$ cat src/rtl/core/bmid_pkg.sv
`default_nettype none

package bmid_pkg;

  localparam int unsigned MAP_SLOTS_DEF = 4096;
  localparam int unsigned WORD_BITS     = 64;
  localparam int unsigned BIT_IDX_W     = 6;

  localparam int unsigned ID_W     = 16;
  localparam int unsigned OFF_W    = 15;
  localparam int unsigned SIZE_W   = 13;
  localparam int unsigned MODE_W   = 2;
  localparam int unsigned STATUS_W = 2;

  localparam int unsigned APB_ADDR_W = 3;
  localparam int unsigned APB_DATA_W = 32;

  localparam logic [OFF_W-1:0]  ID_OFFSET_RST   = '0;
  localparam logic [SIZE_W-1:0] REGION_SIZE_RST = SIZE_W'(4096);

  typedef enum logic {
    REG_ID_OFFSET   = 1'b0,
    REG_REGION_SIZE = 1'b1
  } reg_idx_e;

  typedef enum logic [MODE_W-1:0] {
    MODE_ALLOC   = 2'd0,
    MODE_RELEASE = 2'd1,
    MODE_CHECK   = 2'd2
  } mode_e;

  typedef enum logic [STATUS_W-1:0] {
    STATUS_OK    = 2'd0,
    STATUS_FULL  = 2'd1,
    STATUS_RANGE = 2'd2
  } status_e;

  typedef enum logic [1:0] {
    S_IDLE,
    S_DECIDE,
    S_READ,
    S_COMMIT
  } state_e;

  typedef struct packed {
    logic load;
    logic decide;
    logic read;
    logic commit;
  } ctrl_cmd_t;

  typedef struct packed {
    logic out_free;
  } ctrl_stat_t;

  // index of the lowest set bit, binary search over halves
  function automatic logic [BIT_IDX_W-1:0] lowest_set(input logic [WORD_BITS-1:0] x);
    logic [WORD_BITS-1:0] v;
    logic [BIT_IDX_W-1:0] idx;
    v   = x;
    idx = '0;
    for (int k = BIT_IDX_W - 1; k >= 0; k--) begin
      if ((v & ((WORD_BITS'(1) << (1 << k)) - WORD_BITS'(1))) == '0) begin
        idx[k] = 1'b1;
        v      = v >> (1 << k);
      end
    end
    return idx;
  endfunction

endpackage

`default_nettype wire

$ cat src/rtl/core/bmid_regs.sv
`default_nettype none

module bmid_regs (
  input  wire logic                             clk_i,
  input  wire logic                             rst_ni,
  input  wire logic                             psel,
  input  wire logic                             penable,
  input  wire logic                             pwrite,
  input  wire logic [bmid_pkg::APB_ADDR_W-1:0]  paddr,
  input  wire logic [bmid_pkg::APB_DATA_W-1:0]  pwdata,
  output logic      [bmid_pkg::APB_DATA_W-1:0]  prdata,
  output logic                                  pready,
  output logic      [bmid_pkg::OFF_W-1:0]       id_offset_o,
  output logic      [bmid_pkg::SIZE_W-1:0]      region_size_o
);

  logic [bmid_pkg::OFF_W-1:0]  id_offset_q;
  logic [bmid_pkg::SIZE_W-1:0] region_size_q;
  bmid_pkg::reg_idx_e          reg_idx;

  assign reg_idx = bmid_pkg::reg_idx_e'(paddr[bmid_pkg::APB_ADDR_W-1]);
  assign pready  = 1'b1;

  always_ff @(posedge clk_i or negedge rst_ni) begin
    if (!rst_ni) begin
      id_offset_q   <= bmid_pkg::ID_OFFSET_RST;
      region_size_q <= bmid_pkg::REGION_SIZE_RST;
    end else if (psel && penable && pwrite) begin
      unique case (reg_idx)
        bmid_pkg::REG_ID_OFFSET:   id_offset_q   <= pwdata[bmid_pkg::OFF_W-1:0];
        bmid_pkg::REG_REGION_SIZE: region_size_q <= pwdata[bmid_pkg::SIZE_W-1:0];
      endcase
    end
  end

  always_comb begin
    unique case (reg_idx)
      bmid_pkg::REG_ID_OFFSET:   prdata = bmid_pkg::APB_DATA_W'(id_offset_q);
      bmid_pkg::REG_REGION_SIZE: prdata = bmid_pkg::APB_DATA_W'(region_size_q);
    endcase
  end

  assign id_offset_o   = id_offset_q;
  assign region_size_o = region_size_q;

endmodule

`default_nettype wire

$ cat src/rtl/core/bmid_ctrl.sv
`default_nettype none

module bmid_ctrl (
  input  wire logic                 clk_i,
  input  wire logic                 rst_ni,
  input  wire logic                 s_tvalid_i,
  output logic                      s_tready_o,
  input  wire bmid_pkg::ctrl_stat_t stat_i,
  output bmid_pkg::ctrl_cmd_t       cmd_o
);

  bmid_pkg::state_e state_q, state_d;

  always_ff @(posedge clk_i or negedge rst_ni) begin
    if (!rst_ni) begin
      state_q <= bmid_pkg::S_IDLE;
    end else begin
      state_q <= state_d;
    end
  end

  always_comb begin
    state_d    = state_q;
    cmd_o      = '0;
    s_tready_o = 1'b0;
    unique case (state_q)
      bmid_pkg::S_IDLE: begin
        s_tready_o = 1'b1;
        if (s_tvalid_i) begin
          cmd_o.load = 1'b1;
          state_d    = bmid_pkg::S_DECIDE;
        end
      end
      bmid_pkg::S_DECIDE: begin
        cmd_o.decide = 1'b1;
        state_d      = bmid_pkg::S_READ;
      end
      bmid_pkg::S_READ: begin
        cmd_o.read = 1'b1;
        state_d    = bmid_pkg::S_COMMIT;
      end
      bmid_pkg::S_COMMIT: begin
        // hold here while the previous result is still unread
        if (stat_i.out_free) begin
          cmd_o.commit = 1'b1;
          state_d      = bmid_pkg::S_IDLE;
        end
      end
    endcase
  end

endmodule

`default_nettype wire

$ cat src/rtl/core/bmid_dp.sv
`default_nettype none

module bmid_dp #(
  parameter int unsigned MAP_SLOTS = bmid_pkg::MAP_SLOTS_DEF
) (
  input  wire logic                           clk_i,
  input  wire logic                           rst_ni,
  input  wire bmid_pkg::ctrl_cmd_t            cmd_i,
  output bmid_pkg::ctrl_stat_t                stat_o,
  input  wire logic [bmid_pkg::MODE_W-1:0]    mode_i,
  input  wire logic [bmid_pkg::ID_W-1:0]      id_i,
  input  wire logic [bmid_pkg::OFF_W-1:0]     id_offset_i,
  input  wire logic [bmid_pkg::SIZE_W-1:0]    region_size_i,
  output logic                                m_tvalid_o,
  input  wire logic                           m_tready_i,
  output logic      [bmid_pkg::ID_W-1:0]      m_result_id_o,
  output logic      [bmid_pkg::STATUS_W-1:0]  m_status_o
);

  localparam int unsigned WB      = bmid_pkg::WORD_BITS;
  localparam int unsigned BW      = bmid_pkg::BIT_IDX_W;
  localparam int unsigned SW      = bmid_pkg::SIZE_W;
  localparam int unsigned IW      = bmid_pkg::ID_W;
  localparam int unsigned WORDS   = (MAP_SLOTS + WB - 1) / WB;
  localparam int unsigned WIDX_W  = (WORDS > 1) ? $clog2(WORDS) : 1;
  localparam int unsigned RANGE_W = IW + 1;
  localparam logic [SW-1:0] MAP_SLOTS_C = SW'(MAP_SLOTS);

  // captured request
  logic [bmid_pkg::MODE_W-1:0] mode_q;
  logic [IW-1:0]               id_q;
  bmid_pkg::mode_e             mode;

  // decided target
  logic [WIDX_W-1:0] addr_q;
  logic [BW-1:0]     bit_q;
  logic              ok_q;

  // bitmap store
  logic [WB-1:0]     mem_q [WORDS];
  logic [WORDS-1:0]  wvalid_q;
  logic [WB-1:0]     rdata_q;
  logic              rvalid_q;
  logic [WORDS-1:0]  has_free_q;

  // output register
  logic                        m_valid_q;
  logic [IW-1:0]               m_id_q;
  logic [bmid_pkg::STATUS_W-1:0] m_status_q;

  logic [SW-1:0]      eff_size;
  logic [SW-1:0]      lim_words;
  logic [WORDS-1:0]   below;
  logic [WORDS-1:0]   cand;
  logic               cand_any;
  logic [BW-1:0]      cand_w;
  logic [RANGE_W-1:0] lo, hi, id_ext;
  logic               in_range;
  logic [IW-1:0]      slot;

  logic [WB-1:0]      word;
  logic [SW-1:0]      n_left;
  logic [WB-1:0]      umask;
  logic [WB-1:0]      freebits;
  logic               free_any;
  logic [BW-1:0]      fb;
  logic               wr_en;
  logic [WB-1:0]      wdata;
  logic [IW-1:0]      res_id;
  bmid_pkg::status_e  status;
  logic               out_free;

  assign mode = bmid_pkg::mode_e'(mode_q);

  always_ff @(posedge clk_i) begin
    if (cmd_i.load) begin
      mode_q <= mode_i;
      id_q   <= id_i;
    end
  end

  // decide stage: summary search and range test
  assign eff_size  = (region_size_i > MAP_SLOTS_C) ? MAP_SLOTS_C : region_size_i;
  assign lim_words = (eff_size + SW'(WB - 1)) >> BW;

  always_comb begin
    for (int w = 0; w < WORDS; w++) begin
      below[w] = SW'(w) < lim_words;
    end
  end

  assign cand     = has_free_q & below;
  assign cand_any = |cand;
  assign cand_w   = bmid_pkg::lowest_set(WB'(cand));

  assign lo       = RANGE_W'(id_offset_i);
  assign hi       = lo + RANGE_W'(eff_size);
  assign id_ext   = RANGE_W'(id_q);
  assign in_range = (id_ext >= lo) && (id_ext < hi);
  assign slot     = id_q - IW'(id_offset_i);

  always_ff @(posedge clk_i) begin
    if (cmd_i.decide) begin
      bit_q <= slot[BW-1:0];
      unique case (mode)
        bmid_pkg::MODE_ALLOC: begin
          addr_q <= cand_w[WIDX_W-1:0];
          ok_q   <= cand_any;
        end
        bmid_pkg::MODE_RELEASE, bmid_pkg::MODE_CHECK: begin
          addr_q <= slot[BW +: WIDX_W];
          ok_q   <= in_range;
        end
        default: begin
          addr_q <= '0;
          ok_q   <= 1'b0;
        end
      endcase
    end
  end

  // word memory, one read and one write port
  always_ff @(posedge clk_i) begin
    if (cmd_i.read) begin
      rdata_q <= mem_q[addr_q];
    end
    if (wr_en) begin
      mem_q[addr_q] <= wdata;
    end
  end

  always_ff @(posedge clk_i or negedge rst_ni) begin
    if (!rst_ni) begin
      wvalid_q   <= '0;
      rvalid_q   <= 1'b0;
      has_free_q <= '1;
    end else begin
      if (cmd_i.read) begin
        rvalid_q <= wvalid_q[addr_q];
      end
      if (wr_en) begin
        wvalid_q[addr_q]   <= 1'b1;
        has_free_q[addr_q] <= ~&wdata;
      end
    end
  end

  // commit stage: modify the word and form the result
  assign word     = rvalid_q ? rdata_q : '0;
  assign n_left   = eff_size - (SW'(addr_q) << BW);
  assign umask    = (n_left >= SW'(WB)) ? '1 : ((WB'(1) << n_left[BW-1:0]) - WB'(1));
  assign freebits = ~word & umask;
  assign free_any = |freebits;
  assign fb       = bmid_pkg::lowest_set(freebits);
  assign out_free = !m_valid_q || m_tready_i;

  always_comb begin
    wr_en  = 1'b0;
    wdata  = word;
    res_id = '0;
    status = bmid_pkg::STATUS_OK;
    unique case (mode)
      bmid_pkg::MODE_ALLOC: begin
        if (ok_q && free_any) begin
          wdata  = word | (WB'(1) << fb);
          wr_en  = cmd_i.commit;
          res_id = IW'({addr_q, fb}) + IW'(id_offset_i);
        end else begin
          status = bmid_pkg::STATUS_FULL;
        end
      end
      bmid_pkg::MODE_RELEASE: begin
        if (ok_q) begin
          wdata = word & ~(WB'(1) << bit_q);
          wr_en = cmd_i.commit;
        end else begin
          status = bmid_pkg::STATUS_RANGE;
        end
      end
      bmid_pkg::MODE_CHECK: begin
        if (!ok_q) begin
          status = bmid_pkg::STATUS_RANGE;
        end
      end
      default: begin
      end
    endcase
  end

  always_ff @(posedge clk_i or negedge rst_ni) begin
    if (!rst_ni) begin
      m_valid_q <= 1'b0;
    end else if (cmd_i.commit) begin
      m_valid_q <= 1'b1;
    end else if (m_tready_i) begin
      m_valid_q <= 1'b0;
    end
  end

  always_ff @(posedge clk_i) begin
    if (cmd_i.commit) begin
      m_id_q     <= res_id;
      m_status_q <= status;
    end
  end

  assign stat_o.out_free = out_free;
  assign m_tvalid_o      = m_valid_q;
  assign m_result_id_o   = m_id_q;
  assign m_status_o      = m_status_q;

endmodule

`default_nettype wire

$ cat src/rtl/core/bitmap_id_allocator.sv
`default_nettype none

// bitmap id allocator: hands out the lowest free slot below region_size as
// slot + id_offset (mode 0), frees the slot behind an in-range id (mode 1) and
// answers an id range test (mode 2); status 0 ok, 1 no free slot, 2 out of
// range, result id zero unless an allocation succeeds. each item goes from
// acceptance to the result register in these steps: accept, a search of the
// per-word free summary (or the range test), one read of the bitmap word
// memory and one write-back of that word; a new item is taken in the cycle
// after the result is registered, so no item is taken while the last one is
// still being worked on. a result left unread holds the next item in its
// write-back step until the output register frees up. the map is cleared
// by per-word valid bits at reset, so there is no clearing pass and items
// are accepted right after reset. the configuration registers may be
// written only while the block is idle.
module bitmap_id_allocator #(
  parameter int unsigned MAP_SLOTS = bmid_pkg::MAP_SLOTS_DEF
) (
  input  wire logic                             clk_i,
  input  wire logic                             rst_ni,
  // request stream
  input  wire logic                             s_axis_tvalid_i,
  output logic                                  s_axis_tready_o,
  input  wire logic [bmid_pkg::ID_W-1:0]        s_axis_tdata_i,   // [15:0] id
  input  wire logic [bmid_pkg::MODE_W-1:0]      s_axis_tuser_i,   // [1:0] mode
  // result stream
  output logic                                  m_axis_tvalid_o,
  input  wire logic                             m_axis_tready_i,
  output logic      [bmid_pkg::ID_W-1:0]        m_axis_tdata_o,   // [15:0] result_id
  output logic      [bmid_pkg::STATUS_W-1:0]    m_axis_tuser_o,   // [1:0] status
  // configuration, id_offset at 0x0, region_size at 0x4
  input  wire logic                             psel,
  input  wire logic                             penable,
  input  wire logic                             pwrite,
  input  wire logic [bmid_pkg::APB_ADDR_W-1:0]  paddr,
  input  wire logic [bmid_pkg::APB_DATA_W-1:0]  pwdata,
  output logic      [bmid_pkg::APB_DATA_W-1:0]  prdata,
  output logic                                  pready
);

  logic [bmid_pkg::OFF_W-1:0]  id_offset;
  logic [bmid_pkg::SIZE_W-1:0] region_size;
  bmid_pkg::ctrl_cmd_t         cmd;
  bmid_pkg::ctrl_stat_t        stat;

  // register file
  bmid_regs u_regs (
    .clk_i         (clk_i),
    .rst_ni        (rst_ni),
    .psel          (psel),
    .penable       (penable),
    .pwrite        (pwrite),
    .paddr         (paddr),
    .pwdata        (pwdata),
    .prdata        (prdata),
    .pready        (pready),
    .id_offset_o   (id_offset),
    .region_size_o (region_size)
  );

  // sequencer: accept, decide, read, commit
  bmid_ctrl u_ctrl (
    .clk_i      (clk_i),
    .rst_ni     (rst_ni),
    .s_tvalid_i (s_axis_tvalid_i),
    .s_tready_o (s_axis_tready_o),
    .stat_i     (stat),
    .cmd_o      (cmd)
  );

  // bitmap memory, free summary and result register
  bmid_dp #(
    .MAP_SLOTS (MAP_SLOTS)
  ) u_dp (
    .clk_i         (clk_i),
    .rst_ni        (rst_ni),
    .cmd_i         (cmd),
    .stat_o        (stat),
    .mode_i        (s_axis_tuser_i),
    .id_i          (s_axis_tdata_i),
    .id_offset_i   (id_offset),
    .region_size_i (region_size),
    .m_tvalid_o    (m_axis_tvalid_o),
    .m_tready_i    (m_axis_tready_i),
    .m_result_id_o (m_axis_tdata_o),
    .m_status_o    (m_axis_tuser_o)
  );

endmodule

`default_nettype wire

$ cat config.mk
export PLATFORM = sky130hd
export DESIGN_NAME = bitmap_id_allocator
export DESIGN_NICKNAME = d
export VERILOG_FILES = /design/src/rtl/core/bmid_pkg.sv /design/src/rtl/core/bmid_regs.sv /design/src/rtl/core/bmid_ctrl.sv /design/src/rtl/core/bmid_dp.sv /design/src/rtl/core/bitmap_id_allocator.sv
export SDC_FILE = /design/constraint.sdc
export NUM_CORES = 2
export LEC_CHECK = 0
export ABC_AREA = 1
export BUFFER_PORTS_ARGS = -buffer_cell sky130_fd_sc_hd__clkbuf_2
export CAP_MARGIN = 10
export CORE_MARGIN = 3
export CORE_UTILIZATION = 35
export DETAILED_ROUTE_END_ITERATION = 7
export GPL_ROUTABILITY_DRIVEN = 0
export PLACE_DENSITY_LB_ADDON = 0.08
export SLEW_MARGIN = 10
export SYNTH_ARGS = -nofsm -noshare
export SYNTH_HDL_FRONTEND = slang
export SYNTH_SLANG_ARGS = --single-unit
$ cat constraint.sdc
create_clock -name clk_i -period 9.3 [get_ports clk_i]
set_input_delay 1.86 -clock clk_i [delete_from_list [all_inputs] [get_ports clk_i]]
set_output_delay 1.86 -clock clk_i [all_outputs]
set_load 0.03 [all_outputs]
==> results.json <==
{
  "status": "complete, no violations",
  "wirelength_mm": 667,
  "rsz0062_at_grt": "no",
  "final_nets": 12100,
  "p_leak_nw": 65.3,
  "synth.most_common_cell": "edfxtp_1",
  "synthFlopType": "edfxtp_1",
  "grt_pass1_wl_mm": 904,
  "die_x_um": 703,
  "hold_slack_ns": 0.457,
  "synth-seq-cells": 4369,
  "cp_common_cell": "nand2_1",
  "first_pass_iters": 6,
  "gr-total-overflow": 0,
  "vias_per_cell": 5.86,
  "vias": 110000,
  "seq_area_frac_synth_pct": 76.7,
  "cp.arrival_ns": 9.29,
  "tightest_slew_ns": 1.37,
  "synthCells": 11700,
  "placedCellCount": 17900,
  "cts_sinks": 4369,
  "synth_common_cells": "edfxtp_1 (4209), nand2_1 (2311), a22oi_1 (609), nand4_1 (557), a221oi_1 (556)",
  "clk_latency_ns": 1.04,
  "grt_antenna_before_repair": 43,
  "crit_path_max_incr_delay_ns": 0.47,
  "avgSynthCellArea_um2": 14.6,
  "relSlewSlack_pct": 7.65,
  "drive_gt1_share_pct": 11.7,
  "numCtsBuffers": 464,
  "path_max_fanout": 35,
  "drt_iter0_drc": 13400,
  "io_buffers": 75,
  "core_um2": 483000,
  "start_util_pct": 35.2,
  "final_util_pct": 40.4,
  "clockBufferDepth": 4,
  "power_density_nw_per_um2": 291,
  "wire_per_inst_um": 35.5,
  "synth_edf_count": 4209,
  "skew_ns": 0.0928,
  "syn2layout_area_growth_pct": 14.8,
  "fill_cells": 44400,
  "ant_nets": 0,
  "yosysTopAreaCell": "edfxtp_1",
  "cts_tree": "yes",
  "crit_type": "register to register",
  "hpwl_mm": 361,
  "grt_start_max_net_pins": 100,
  "dieArea_um2": 494000,
  "fin_setup_tns_ns": 0,
  "io_pins": 113,
  "grt_pass1_vias": 107000,
  "cp.required_ns": 10.04,
  "stdcell_count": 18800,
  "max_cap_viol_count": 0,
  "setup_viol": 0,
  "cp_slowest_cell": "dfrtp_1",
  "fin_crit_sh_pct": 92.0,
  "post-route-drc-count": 0,
  "hold_viol_final": 0,
  "drv_slew": 0,
  "clkTransAtPathRegs_ns": 0.06,
  "peakVddDrop_uv": 216,
  "endpoint_kind": "register",
  "die_h_um": 703,
  "cp-start-kind": "register",
  "rows": 255,
  "place_area_um2": 181000,
  "power_mw": 56.8,
  "rrSetupSlack_ns": 0.74,
  "postLayoutCellArea_um2": 195000,
  "netlist.area_leader.share_pct": 74.3,
  "ys_types": 66,
  "yosys-top-cells-area": "edfxtp_1 (74%), nand2_1 (5.1%), a221oi_1 (2.9%), a22oi_1 (2.7%), a22o_1 (2.3%)",
  "root_buffer": "clkbuf_16",
  "worst_slack_ns": 0.741,
  "htreeDepth": 5,
  "hold_path_class": "register to register",
  "async_flop_share_pct": 3.66,
  "grt_util_all_layers_pct": 26.3,
  "yosysWarnings": 0,
  "period_minus_slack_ns": 8.56,
  "netlist_area_um2": 170000,
  "max_freq_mhz": 117,
  "place_ws_ns": 0.161
}
-- final cells by class --
class,count,area [µm²],area share [%]
Antenna cell,18,45.0,0.0231
Clock buffer,583,12200,6.26
Clock inverter,257,2040,1.05
Inverter,510,1920,0.986
Multi-Input combinational cell,6161,36300,18.6
Sequential cell,4369,130000,66.8
Tap cell,6425,8040,4.12
Timing Repair Buffer,472,4210,2.16
-- final timing paths --
check	start	end	depth (start not counted)
setup / recovery	u_regs.region_size_o[2]	u_dp.m_result_id_o[12]	61
hold / removal	u_dp.wvalid_q[0]	u_dp.wvalid_q[0]	2
setup reg to reg	u_regs.region_size_o[2]	u_dp.m_result_id_o[12]	61
hold reg to reg	u_dp.wvalid_q[0]	u_dp.wvalid_q[0]	2
max in group asynchronous	rst_ni	u_dp.wvalid_q[57]	2
min in group asynchronous	rst_ni	u_dp.wvalid_q[5]	1
-- cells in the final DEF (no fill, tap or decap), drive strengths merged, types with 55 or more instances in the layout --
master     n
edfxtp  4209
nand2   2323
clkbuf   657
a22oi    609
nand4    558
a221oi   556
inv      507
a22o     444
nor2     441
buf      398
nand3    351
clkinv   228
o21ai    208
a21oi    141
dfrtp     95
or2       71
ha        69
a211oi    65
dfstp     65
a21boi    55
-- timing repair --
| action | 4_1_cts | 5_1_grt |
|---|---|---|
| setup buffers | 0 | 2 |
| endpoints found under the setup margin | 0 | 60 |
| hold buffers | 0 | 0 |
| gates resized for setup | 0 | 23 |
-- worst max-delay path, delay by kind of cell, from the launching register on --
kind	cells	cell delay, ns
AO/OA/AOI/OAI	8	1.12
XOR/XNOR	2	0.22
flip-flops	1	0.47
buffers and inverters	9	1.16
AND/OR/NAND/NOR	38	4.06
adder cells (fa/ha/maj)	4	1.22
-- where the power goes --
part | internal [mW] | switching (mW)
sequential | 24.6 | 0.331
clock | 9.93 | 7.75
combinational | 3.24 | 10.9
-- sequential cells by signal (all words and copies together) (netlist names), 2 cells and up --
| name | count |
|---|---|
| u_dp.addr_q | 6 |
| u_dp.has_free_q | 64 |
| u_regs.region_size_o | 13 |
| u_dp.mem_q | 4096 |
| u_dp.rdata_q | 64 |
| u_dp.m_status_o | 2 |
| u_dp.id_q | 16 |
| u_regs.id_offset_o | 15 |
| u_dp.mode | 2 |
| u_ctrl.state_q | 2 |
| u_dp.wvalid_q | 64 |
| u_dp.m_result_id_o | 16 |
| u_dp.bit_q | 6 |
-- cells by family after synthesis --
logic type	Yosys count	share of synthesized area (%)
other cells	2	0.00442
fa+ha+maj	73	0.555
flops	4369	76.7
compound gates	2200	9.95
xor+xnor	28	0.144
simple gates	3842	9.93
buf+inv	1153	2.67
-- layer usage --
| layer | vias up | GRT usage (%) | part of all wire [%] |
|---|---|---|---|
| met2 | 4945 | 42.3 | 46 |
| li1 | 45600 | - | - |
| met5 | - | 0 | 0.0054 |
| met3 | 931 | 3.83 | 7.2 |
| met4 | 4 | 7.33 | 3.1 |
| met1 | 58700 | 37.2 | 43 |
Power figures use the tool's default switching activity.
